**src/hw/rtl/sorted_array_priority_queue_core_defines.svh**
```systemverilog
// Assertion macros used by the queue core.
// Each check is sampled on the rising edge of clk and is off while rst is high.
`ifndef SORTED_ARRAY_PRIORITY_QUEUE_CORE_DEFINES_SVH
`define SORTED_ARRAY_PRIORITY_QUEUE_CORE_DEFINES_SVH

// Same-cycle implication.
`define SAPQ_ASSERT_NOW(label, ante, cons) \
  label: assert property (@(posedge clk) disable iff (rst) (ante) |-> (cons)) \
    else $error("queue check failed");

// Next-cycle implication.
`define SAPQ_ASSERT_NEXT(label, ante, cons) \
  label: assert property (@(posedge clk) disable iff (rst) (ante) |=> (cons)) \
    else $error("queue check failed");

`endif

```
**src/hw/rtl/sapq_pkg.sv**
```systemverilog
package sapq_pkg;

  localparam int unsigned PRIO_W   = 16;
  localparam int unsigned KEY_W    = 7;
  localparam int unsigned HANDLE_W = 8;
  localparam int unsigned OCC_W    = 8;

  localparam logic ACT_ENQ = 1'b0;
  localparam logic ACT_DEQ = 1'b1;

  typedef enum logic [1:0] {
    ST_OK    = 2'd0,
    ST_FULL  = 2'd1,
    ST_EMPTY = 2'd2
  } status_t;

  typedef struct packed {
    logic [PRIO_W-1:0]   prio;
    logic [KEY_W-1:0]    key;
    logic [HANDLE_W-1:0] handle;
  } entry_t;

  // Command broadcast to every cell in the chain.
  typedef struct packed {
    logic   enq;
    logic   deq;
    entry_t item;
  } cell_cmd_t;

endpackage

```
**src/hw/rtl/sapq_cell.sv**
```systemverilog
// One slot of the sorted chain. Cell 0 holds the lowest-ranked entry.
module sapq_cell
  import sapq_pkg::*;
(
  input  logic      clk,
  input  cell_cmd_t cmd,
  input  logic      occupied,
  input  logic      lower_rank,
  input  entry_t    lower_entry,
  input  entry_t    upper_entry,
  output logic      rank,
  output entry_t    entry
);

  logic   ahead;
  entry_t entry_next;

  // The stored entry ranks ahead of the new one: higher priority, or equal
  // priority with a smaller key. Empty slots always count as ahead so that
  // the flag rises monotonically along the chain.
  always_comb begin
    ahead = (entry.prio > cmd.item.prio) ||
            ((entry.prio == cmd.item.prio) && (entry.key < cmd.item.key));
    rank  = ahead || !occupied;
  end

  always_comb begin
    entry_next = entry;
    if (cmd.enq) begin
      if (lower_rank) begin
        entry_next = lower_entry;
      end else if (rank) begin
        entry_next = cmd.item;
      end
    end else if (cmd.deq) begin
      entry_next = upper_entry;
    end
  end

  always_ff @(posedge clk) begin
    entry <= entry_next;
  end

endmodule
```
**config.mk**
```make
export PLATFORM = sky130hd
export DESIGN_NAME = sapq_cell
export DESIGN_NICKNAME = d
export VERILOG_FILES = /design/src/hw/rtl/sorted_array_priority_queue_core_defines.svh /design/src/hw/rtl/sapq_pkg.sv /design/src/hw/rtl/sapq_cell.sv
export SDC_FILE = /design/constraint.sdc
export NUM_CORES = 1
export LEC_CHECK = 0
export BUFFER_PORTS_ARGS = -buffer_cell sky130_fd_sc_hd__buf_4
export CAP_MARGIN = 25
export CELL_PAD_IN_SITES_DETAIL_PLACEMENT = 0
export CELL_PAD_IN_SITES_GLOBAL_PLACEMENT = 1
export CORE_ASPECT_RATIO = 0.8
export CORE_UTILIZATION = 32
export DETAILED_ROUTE_END_ITERATION = 6
export GPL_TIMING_DRIVEN = 0
export PLACE_DENSITY = 0.82
export SLEW_MARGIN = 20
export SYNTH_ARGS = -nofsm -noshare
export SYNTH_HDL_FRONTEND = slang
export SYNTH_SLANG_ARGS = --single-unit
```
**constraint.sdc**
```tcl
create_clock -name clk -period 4.6 [get_ports clk]
set_input_delay 0.46 -clock clk [delete_from_list [all_inputs] [get_ports clk]]
set_output_delay 0.46 -clock clk [all_outputs]
set_load 0.01 [all_outputs]
```
# --- Yosys cells after proc, flatten, opt, wreduce, memory -nomap -nowiden ---
# Index checks and enable logic that the tools add are counted.
word_totals:
  regBits: 31
  latch_bits: 0
  mem_bits_rw: 0
  rom_bits: 0
  inputBits: 98
  out_inout_bits: 32
  wordCells: 17
  n_memories: 0
op_classes:
  addsub: 0
  n_mul: 0
  n_div: 0
  order_cmp: 2
  eq_ne: 2
  n_shift: 0
  n_mux: 4
  bitwise_logic: 0
  n_reduce_logical: 6
op_table:
  columns: ["operator", "count"]
  rows:
  - ["$mux W31", 4]
  - ["$eq A16 B16 Y1", 1]
  - ["$gt A16 B16 Y1", 1]
  - ["$lt A7 B7 Y1", 1]
  - ["$ne A3 B1 Y1 const B", 1]
  - ["$logic_or A1 B1 Y1", 2]
  - ["$reduce_and A2 Y1", 1]
  - ["$reduce_bool A2 Y1", 1]
  - ["$logic_and A1 B1 Y1", 1]
  - ["$logic_not A1 Y1", 1]

# --- Longest topological paths before layout ---
# Gate-level depths: netlist of the first run.
logic_depth:
  depth_word: 7
  depth_mapped: 7
  ltp_nobuf: 7

# --- Least setup slack after synthesis of the first run ---
# Ideal clock, no wire load.
synth_path:
  path_kind: "input port to flip-flop"
  startpoint: "in cmd[30] (netlist bit)"
  endpoint: "reg entry[0] (netlist bit) (enable)"
  setup_ns: 0.429
  arrival_time_ns: 3.135
  required_time_ns: 4.171
  path_slack_ns: 1.036
  cell_stages: 7
  path_buffers: 0
  cell_sequence: "inv_1 -> ha_1 -> nand4_2 -> nor4_4 -> nor4b_2 -> nor4b_2 -> a21oi_1"
synth_between:
  elab_chain_cells: 6
  word_cells_on_any_way: 7
  classes_between: "order compare: 1; eq/ne: 2; reduce/logical: 4"
synth_rtl:
  columns: ["item", "line", "source"]
  rows:
  - ["from (decl)", "sapq_cell.sv:6", "input cell_cmd_t cmd,"]
  - ["parallel branches: the longest is 2 deep, another holds $gt A16 B16 Y1", null, null]
  - ["$logic_or A1 B1 Y1 *", "sapq_cell.sv:22", "ahead = (entry.prio > cmd.item.prio) ||"]
  - ["$logic_or A1 B1 Y1 *", "sapq_cell.sv:24", "rank = ahead || !occupied;"]
  - ["$ne A3 B1 Y1 (no source line) *", null, null]
  - ["$reduce_and A2 Y1 (no source line) *", null, null]
  - ["to (signal assigned)", "sapq_cell.sv:41", "entry <= entry_next;"]
  - ["to (decl)", "sapq_cell.sv:12", "output entry_t entry"]
# Every way passes the cells marked *.
# A chain may end at the register's enable or synchronous reset.

# --- Worst setup path in the final report of the first run ---
layout_path:
  startpoint: "reg entry[30] (netlist bit)"
  endpoint: "reg entry[2] (netlist bit) (enable)"
layout_between:
  elab_chain_cells: 6
  word_cells_on_any_way: 7
  classes_between: "order compare: 1; eq/ne: 2; reduce/logical: 4"
layout_rtl:
  columns: ["item", "line"]
  rows:
  - ["parallel branches: the longest is 2 deep, another holds $gt A16 B16 Y1", null]
  - ["$logic_or A1 B1 Y1 *", "sapq_cell.sv:22"]
  - ["$logic_or A1 B1 Y1 *", "sapq_cell.sv:24"]
  - ["$ne A3 B1 Y1 (no source line) *", null]
  - ["$reduce_and A2 Y1 (no source line) *", null]
# Marks and branches as above.

==> impl_results.md, run 1 <==
- Status: finished clean
- Syn Area/Cell: roughly 10 um^2
- CTS tree: yes
- Post-cts sizing count: 0
- Final setup margin: 1810 ps
- Post-synthesis sequential area ratio: around two fifths
- Peak supply drop: 0.000120 V
- Crit path max fanout: 18
- FFs w/ async S/R, synth: 0%
- Max cap viols: 0
- Number of global-route vias before repair: just over 2,000
- Clk Latency, worst-skew pair: between 200 and 300 ps
- Post-synth top flop: edfxtp_1
- Final Skew: between 5 and 6 ps
- Post-Layout Cell Count: around 440
- WL/cell: approximately 14 um
- Clock Sinks: 31
- CP endpoint kind: register
- Highest clock rate: 358 MHz
- H-tree levels: 2
- I/O Buffers: 127
- Final RePlAce weighted congestion: ~0.76
- Max FFs per register: 31
- First-pass GRT wire length: slightly above 9000 um
- Clock transition at path regs: 70 ps
- Hold Crit Depth: 3
- Detailed-route via count: 2,044
- DRT Pass-1 Iters: 4
- Synth cell count leaders: a21oi_1, nor2_1, edfxtp_1, mux2i_1, inv_1
- # IOs: 130
- Combinational share of power: approximately 30%
- Worst path arrival time: 2790 ps
- Setup bufs post-CTS: 0
- Overall Power: just under 0.9 mW
- Final min period: around 2800 ps
- Root Driver: clkbuf_8
- RSZ-0062 raised after global routing: no
- Tightest Pin Transition: around 640 ps
- Setup WS pre-CTS: 1570 ps
- Gr ovfl total: 0
- Share of the synthesized area in the top cell type: 41.9%
- R2r worst-path depth: 7
- Number of core rows: 26
- Final hold violation count: 0
- Yosys warnings: 0
- Initial antenna violation count: 0
- # DRC: 0
- Setup_tns: 0 ps
- CP Class: register to register
- Post-Syn Instances: approximately 220
- Sequential Power Share: roughly two fifths
- Detailed Place HPWL: between 4000 and 5000 um
- Critical Path RT: around 4600 ps
- Top-count cell post-synth: a21oi_1
- Placed insts: 433
- Final wirelength: approximately 6000 um
- FF+latch count, synth: 31
- Area Overhead vs Synth: 53.7%
- Clk network pwr share: between 20% and 30%
- Pin count of the biggest net entering global routing: 19
- Most area-consuming cells after synthesis: edfxtp_1, mux2i_1, ha_1
- Drt initial violations: 62
- Mapped Nets: roughly 340
- Total die area: slightly above 7000 um^2
- Starting Density: between 30% and 40%
- Cell Pwr Density: between 200 and 300 nW/um^2
- Psw: ~0.24 mW
- Nets@finish: around 480
- CTS buffer count: 5
- Post-synth EDFFs: 31
- Share of cells above drive strength 1: approximately two fifths
- Worst Hold Class: primary input to register
- Post-synth top area cell: edfxtp_1
- Core box area: approximately 6500 um^2
- # hold bufs at CTS: 0
- Post-route ant nets: 0
- Synthesized area: around 2200 um^2
- Setup-failing EPs final: 0
- Final period utilization: 60.7%
- Top Registers: entry: 31 flops
- Deepest clock path buffer count: 2
- Leakage: 1.69 nW
- Largest Register: entry
- Max-slew violation count: 0
- Die W: roughly 95 um
- GRT Total Usage: about 17%
- Detail-routed via count per cell: between 4 and 5
- Antenna cells: 0
- Die Y: around 77 um
- Int Power: 0.651 mW
- Critical path launch point type: register
- Sw Ratio: a little over a quarter
- Worst slew margin: 57.3%
- Distinct cells, synth: 27
- Final Hold Slack: slightly below 500 ps
stage by stage:
step,util (%),cell area [um^2]
floorplan,-,2220
global placement,50.2,3280
detailed placement,50.6,3310
CTS,52.2,3410
global route,52.2,3410
finish,52.2,3410
metal layers:
layer / vias to the layer above / track usage (%) / part of all wire, %
li1: 1056 / - / -
met1: 912 / 19.7 / 43
met2: 71 / 29.2 / 48
met3: 5 / 5.19 / 8.5
met4: 0 / 3.64 / 0.60
met5: - / 0 / 0
logic make-up (layout without fill, tap and decap cells):
kind of cell	count (synthesis)	count (layout)	synth area share, %
AO/OA/AOI/OAI	48	48	12.4
buffers and inverters	34	170	5.92
AND/OR/NAND/NOR	55	55	13.4
multiplexers	31	31	14.0
flip-flops	31	31	41.9
adder cells (fa/ha/maj)	22	22	12.4
layout by cell type, fill, tap and decap left out, drive strengths merged, types with 3 or more instances in the layout:
cell type  count
edfxtp        31
mux2i         31
clkbuf        12
inv           23
a21oi         38
nand4          4
nand2          5
nor2          35
ha            22
and3           3
buf          132
o21ai          5
power groups by stage:
| stage | Clock (mW) | Combinational [mW] | Sequential [mW] |
|---|---|---|---|
| 2_1_floorplan | 0 | 0.115 | 0.381 |
| 3_3_place_gp | 0 | 0.263 | 0.368 |
| 3_5_place_dp | 0 | 0.271 | 0.368 |
| 4_1_cts | 0.272 | 0.272 | 0.362 |
| 5_1_grt | 0.284 | 0.297 | 0.365 |
| 6_report | 0.264 | 0.268 | 0.362 |
path summary, 6_finish.rpt:
check | end | slack, ps | from
worst min register to register | entry[16] | 1220 | entry[17]
worst max-delay path | entry[2] | 1810 | entry[30]
worst max register to register | entry[2] | 1810 | entry[30]
worst min-delay path | entry[8] | 500 | upper_entry[8]
final cells by class:
cell class | instances | area (um^2)
buffer | 11 | 45.0
tap | 84 | 105
clock buffer | 5 | 68.8
fill | 619 | 3130
clock inverter | 3 | 38.8
inverter | 23 | 86.3
multi-input combinational | 156 | 1170
timing repair buffer | 128 | 968
sequential | 31 | 931
critical path: stages (launching register included):
cell      delay, ps
edfxtp_1        400
ha_1            340
nand4_2         190
nor4_4          350
nor4b_2         300
nor4b_2         120
a21oi_4         550
buf_8           240
No activity file was read; power rests on OpenSTA's default activity.
==> run 2, diff against run 1 <==
--- a/config.mk
+++ b/config.mk
@@ -10,10 +10,10 @@
 export CELL_PAD_IN_SITES_DETAIL_PLACEMENT = 0
 export CELL_PAD_IN_SITES_GLOBAL_PLACEMENT = 1
 export CORE_ASPECT_RATIO = 0.8
-export CORE_UTILIZATION = 32
+export CORE_UTILIZATION = 28
 export DETAILED_ROUTE_END_ITERATION = 6
 export GPL_TIMING_DRIVEN = 0
-export PLACE_DENSITY = 0.82
+export PLACE_DENSITY = 0.76
 export SLEW_MARGIN = 20
 export SYNTH_ARGS = -nofsm -noshare
 export SYNTH_HDL_FRONTEND = slang
==> constraint.sdc (replaced) <==
create_clock -name clk -period 2.3 [get_ports clk]
set_input_delay 0.23 -clock clk [delete_from_list [all_inputs] [get_ports clk]]
set_output_delay 0.23 -clock clk [all_outputs]
set_load 0.01 [all_outputs]
==> run 2 against run 1 <==
  * The run now ends with negative setup slack left
  * Wire length is 3.0% higher
  * Flip-flop and latch count stayed put
  * Sequential power is 100% higher
  * Critical path type unchanged
  * Non-clock buffer count is 7 higher
  * Largest cell class unchanged
  * Cell count is 6.3% higher
==> impl_results.md, run 2 (synthesis gave the netlist of run 1 again) <==
- Status: finished with violations
- Failing checks: negative setup slack
- Cell with the most instances on the worst path: nor4b_4
- Drt initial violations: just over 40
- # IOs: 130
- Final min period: ~2500 ps
- CP endpoint kind: register
- R2r worst-path depth: 8
- Post-route ant nets: 0
- R2r endpoint: entry[8]
- Worst path arrival time: ~2500 ps
- Final hold violation count: 0
- Setup WS pre-CTS: -392 ps
- Tightest Pin Transition: approximately 530 ps
- Final wirelength: 6150 um
- Die W: between 100 and 150 um
- Number of global-route vias before repair: a little under 2,000
- # DRC: 0
- CP max stage delay: approximately 430 ps
- Peak supply drop: around 0.00023 V
- Max FFs per register: 31
- Layout fillers: between 700 and 800
- Nets@finish: 483
- Worst Hold Class: primary input to register
- Pin count of the biggest net entering global routing: 16
- Max-slew violation count: 0
- Critical Path End: entry[8]
- CP max stage cell: edfxtp_1
- RSZ-0062 raised after global routing: yes
- Crit path max-delay family: simple AND/OR/NAND/NOR gates
- Clock Sinks: 31
- I/O Buffers: about 130
- Crit path max fanout: 15
- RR Startpoint: entry[30]
- Worst slew margin: approximately 64%
- First-pass GRT wire length: 9400 um
- Final setup margin: -152 ps
- CP Buf/Inv Count: 2
- CP Class: register to register
- CTS tree: yes
- Detailed Place HPWL: between 4000 and 5000 um
- Post-route design area: 3590 um^2
- WL/cell: 13.1 um
- Root Driver: clkbuf_8
- Top Registers: entry: 31 flops
- Max cap viols: 0
- # hold bufs at CTS: 0
- Deepest clock path buffer count: 2
- Final period utilization: 107%
- Die Y: 81.7 um
- Core box area: about 7500 um^2
- Clk Latency, worst-skew pair: ~280 ps
- Area Overhead vs Synth: 61.5%
- Detail-routed via count per cell: between 4 and 5
- Highest clock rate: 408 MHz
- Critical path launch point type: register
- Largest Register: entry
- Final Skew: 6.90 ps
- Number of core rows: 28
- Setup-failing EPs final: 32
- R2R Setup Slk: -150 ps
- H-tree levels: 2
- Cell Pwr Density: ~510 nW/um^2
- Total die area: around 8300 um^2
- Critical Path RT: between 2000 and 2500 ps
- CP startpoint: entry[30]
- Detailed-route via count: just over 2,000
- CTS buffer count: 5
- Most frequent cells in the layout: buf_4, a21oi_1, nor2_1
- Crit-path cells: ha_4, nand4_4, nor4_4, nor4b_4, nor4b_4, buf_4, a21oi_4, clkbuf_16
- Gr ovfl total: 0
- Most common cell after layout, fill and taps aside: buf_4
- Leakage: ~1.7 nW
- Flip-flop and latch area: 931 um^2
- Multi-input gate area: roughly 1200 um^2
- Final Hold Slack: between 200 and 300 ps
- Starting Density: around 30%
- CP Depth: 8
- Share of cells above drive strength 1: a little over two fifths
- Clock transition at path regs: roughly 70 ps
- DRT Pass-1 Iters: 4
- Initial antenna violation count: 0
- GRT Total Usage: about 15%
- Placement Cell Area: roughly 3400 um^2
- Final RePlAce weighted congestion: 0.720
- Antenna cells: 0
==> run 2: cell types whose count changed in the layout (fill, tap and decap cells not counted) <==
cell       previous run  this run
buf_4               127       132
ha_4                  0         4
nor4b_4               0         2
nand4_4               0         1
buf_6                 0         2
nor4b_2               2         0
nand4_2               2         1
ha_1                 22        18
buf_8                 1         0
clkbuf_16             0         1
==> run 2: worst min-delay path by stage <==
| stage | startpoint | endpoint | slack [ps] | cells after the start |
|---|---|---|---|---|
| 6_report | upper_entry[2] | entry[2] | 270 | 3 |
| 5_1_grt | upper_entry[29] | entry[29] | 270 | 3 |
| 4_1_cts | upper_entry[2] | entry[2] | 250 | 3 |
| 3_5_place_dp | upper_entry[2] | entry[2] | 550 | 3 |
| 3_3_place_gp | upper_entry[16] | entry[16] | 550 | 3 |
| 2_1_floorplan | upper_entry[29] | entry[29] | 460 | 2 |
==> run 2: worst reg2reg max path: stages (launching register included) <==
cell and delay, ps:
edfxtp_1 430, ha_4 310, nand4_4 130, nor4_4 320
nor4b_4 320, nor4b_4 90, buf_4 160, a21oi_4 180
clkbuf_16 210
==> run 2: per-stage QoR <==
stage,TNS (ps),cells,power [mW],utilization [%]
after global placement,-17930,453,1.28,44.5
after detailed placement,-9580,454,1.30,44.9
after floorplan,-5640,221,1.00,-
after global routing,-6690,469,1.95,47.6
after CTS,-763,467,1.87,47.4
final,-4080,469,1.84,47.6
==> run 2: layout make-up <==
| class | count | share of cell area (%) |
|---|---|---|
| clock buffer | 5 | 1.92 |
| sequential | 31 | 26.0 |
| inverter | 23 | 2.41 |
| clock inverter | 3 | 1.08 |
| timing repair buffer | 135 | 29.0 |
| tap | 105 | 3.66 |
| buffer | 11 | 1.26 |
| multi-input combinational | 156 | 34.8 |
==> run 2: report_power, final <==
group / total (mW) / internal [mW] / switching (mW)
combinational: 0.587 / 0.324 / 0.263
clock: 0.523 / 0.317 / 0.206
sequential: 0.726 / 0.695 / 0.0305
==> run 2: timing repair <==
item,4_1_cts,5_1_grt
pin swaps,8,3
setup endpoints to repair,32,32
buffers inserted,5,2
gates resized for setup,6,1
==> run 2: metal layers <==
| layer | GRT usage, % | wire length (um) | vias up |
|---|---|---|---|
| li1 | - | - | 1077 |
| met1 | 19.1 | 2800 | 888 |
| met2 | 25.7 | 2990 | 69 |
| met3 | 3.23 | 324 | 2 |
| met4 | 3.48 | 32 | 0 |
| met5 | 0 | 0 | - |
==> run 3, diff against run 2 <==
==> constraint.sdc (replaced) <==
create_clock -name clk -period 2.3 [get_ports clk]
set_input_delay 0.46 -clock clk [delete_from_list [all_inputs] [get_ports clk]]
set_output_delay 0.46 -clock clk [all_outputs]
set_load 0.01 [all_outputs]
==> run 3 against run 2 <==
  * The flow still finishes with violations (negative setup slack)
  * Die area unchanged
  * Sequential share of layout area down 1.6 points
  * First-iteration DRC count up 7.3%
  * Register-to-register slack worse by 70 ps
  * Utilization grew 3.0 points
  * Sequential power rose by 0.7%
  * Non-clock buffer count grew 14
  * Maximum frequency decreased by 4.5%
  * Design area increased by 6.4%
  * Critical endpoint is now rank
  * Largest cell class unchanged
  * Largest power group unchanged
==> impl_results.md, run 3 (synthesis gave the netlist of run 1 again) <==
- Status: finished with violations
- Failing checks: negative setup slack
- Number of core rows: 28
- M3 GR Usage: under 10%
- Die W: 102 um
- Gr ovfl total: 0
- CP Class: register to output pin
- Root Driver: clkbuf_8
- Cell Pwr Density: between 400 and 500 nW/um^2
- Max-slew violation count: 0
- Number of global-route vias before repair: 2,165
- Global Route met2 Usage: a little under a third
- GRT Total Usage: approximately 17%
- Peak supply drop: 0.000217 V
- CP Buf/Inv Count: 1
- Final RePlAce weighted congestion: ~0.75
- Layout fillers: about 710
- Worst Hold Class: primary input to register
- Leakage: roughly 1.8 nW
- Busiest grt layer: met2
- Detailed-route via count: 2,199
- Largest Register: entry
- Crit path max-delay family: simple AND/OR/NAND/NOR gates
- Tightest Pin Transition: 545 ps
- Final min period: roughly 2600 ps
- Psw: between 0.5 and 0.6 mW
- Core box area: between 7000 and 8000 um^2
- Crit-path cells: ha_4, nand4_4, nor4_4, nor4b_4, nor4b_4, o21ai_1, buf_4
- Setup-failing EPs final: 32
- Global routing usage on met1: around a fifth
- Die Y: ~80 um
- CP max stage delay: about 430 ps
- R2r worst-path depth: 10
- CTS tree: yes
- Final Core Density: approximately half
- R2R Setup Slk: -220 ps
- Area Overhead vs Synth: 71.7%
- Multi-input gate area: roughly 1300 um^2
- Deepest clock path buffer count: 2
- Final hold violation count: 0
- Min-delay src: upper_entry[11]
- Clk network pwr share: around 23%
- Top Registers: entry: 31 flops
- Starting Density: between 20% and 30%
- Hold Crit Depth: 3
- I/O Buffers: between 100 and 150
- Drt initial violations: 44
- Pin count of the biggest net entering global routing: 11
- Clock transition at path regs: approximately 70 ps
- Worst path arrival time: about 2100 ps
- Max FFs per register: 31
- Hold endpoint: entry[11]
- Most common cell after layout, fill and taps aside: buf_4
- Detail-routed via count per cell: between 4 and 5
- Int Power: roughly 1.3 mW
- Share of cells above drive strength 1: 46.8%
- Post-route ant nets: 0
- CP endpoint kind: output pin
- Sw Ratio: between 20% and 30%
- # DRC: 0
- Cell with the most instances on the worst path: nor4b_4
- First-pass GRT wire length: 10,600 um
- Clk Latency, worst-skew pair: 270 ps
- Antenna cells: 0
- Clock Sinks: 31
- Final Hold Slack: a little over 500 ps
- Critical path launch point type: register
- Max cap viols: 0
- Crit path max fanout: 2
- Sequential Power Share: 40.2%
- Final Skew: roughly 4.6 ps
- Final wirelength: 6930 um
- Final period utilization: 112%
- Flip-flop and latch area: just over 900 um^2
- CP max stage cell: edfxtp_1
- # IOs: 130
- WL/cell: between 10 and 15 um
- H-tree levels: 2
- DRT Pass-1 Iters: 4
- Final setup margin: -269 ps
- Detailed Place HPWL: roughly 5300 um
- R2r endpoint: entry[28]
- Highest clock rate: between 300 and 400 MHz
- Most frequent cells in the layout: buf_4, a21oi_1, nor2_1
- Nets@finish: roughly 500
- Combinational share of power: 37.1%
- Critical Path RT: 1840 ps
- Worst slew margin: between 60% and 70%
- RSZ-0062 raised after global routing: yes
- CTS buffer count: 5
- RR Startpoint: entry[26]
- Initial antenna violation count: 0
- Total die area: 8290 um^2
run 3: cell count changes in the layout (fill, tap and decap cells not counted), moves of 2 or more:
cell and change:
ha_1 -5, ha_4 +5, buf_16 +3, buf_12 +2, buf_4 +8
run 3: timing repair:
| action | 4_1_cts | 5_1_grt |
|---|---|---|
| buffers inserted | 14 | 5 |
| gates cloned | 3 | 0 |
| setup endpoints to repair | 32 | 32 |
| hold buffers | 0 | 0 |
| pin swaps | 9 | 2 |
| resized for setup | 14 | 0 |
run 3: area by class of cell:
cell class,count,share of cell area [%]
clock inverters,2,0.197
clock buffers,6,1.90
inverters,23,2.26
repair buffers,149,32.1
flip-flops and latches,31,24.4
multi-input cells,156,34.5
well taps,105,3.44
plain buffers,11,1.18
run 3: worst max path at each step:
| stage | startpoint | to | slack, ps | cells after the start |
|---|---|---|---|---|
| floorplan | entry[26] | entry[0] | -200 | 6 |
| finish | entry[26] | rank | -270 | 7 |
| global route | entry[26] | rank | -420 | 7 |
| global placement | cmd[30] | entry[4] | -720 | 8 |
| detailed placement | cmd[30] | entry[4] | -470 | 9 |
| CTS | entry[28] | rank | -290 | 7 |
run 3: layer usage:
layer  vias up  part of all wire [%]
li1       1105                     -
met1      1018                    44
met2        74                    50
met3         2                   5.1
met4         0                  0.58
met5         -                     0
run 3: metrics by stage:
step	setup slack, ps	std cells	power (mW)	area [um^2]	setup TNS, ps
after global routing	-416	483	1.93	3810	-8820
after CTS	-293	479	1.84	3800	-5480
after floorplan	-201	221	1.02	2310	-6250
after detailed placement	-472	454	1.32	3420	-13040
final	-269	483	1.82	3810	-5100
after global placement	-722	453	1.30	3390	-22630
run 3: power groups by stage:
stage,clock network (mW),logic [mW],registers [mW]
2_1_floorplan,0,0.257,0.764
3_5_place_dp,0,0.577,0.741
6_report,0.412,0.673,0.731
3_3_place_gp,0,0.559,0.738
4_1_cts,0.428,0.677,0.732
5_1_grt,0.459,0.736,0.736
run 3: worst register-to-register path, cell delays in order (launching register included):
cell and delay (ps):
edfxtp_1 430, ha_4 310, nand4_4 120, nor4_4 300
nor4b_4 300, nor4b_4 80, buf_4 150, a21oi_4 170
buf_6 150, buf_12 110, buf_16 110
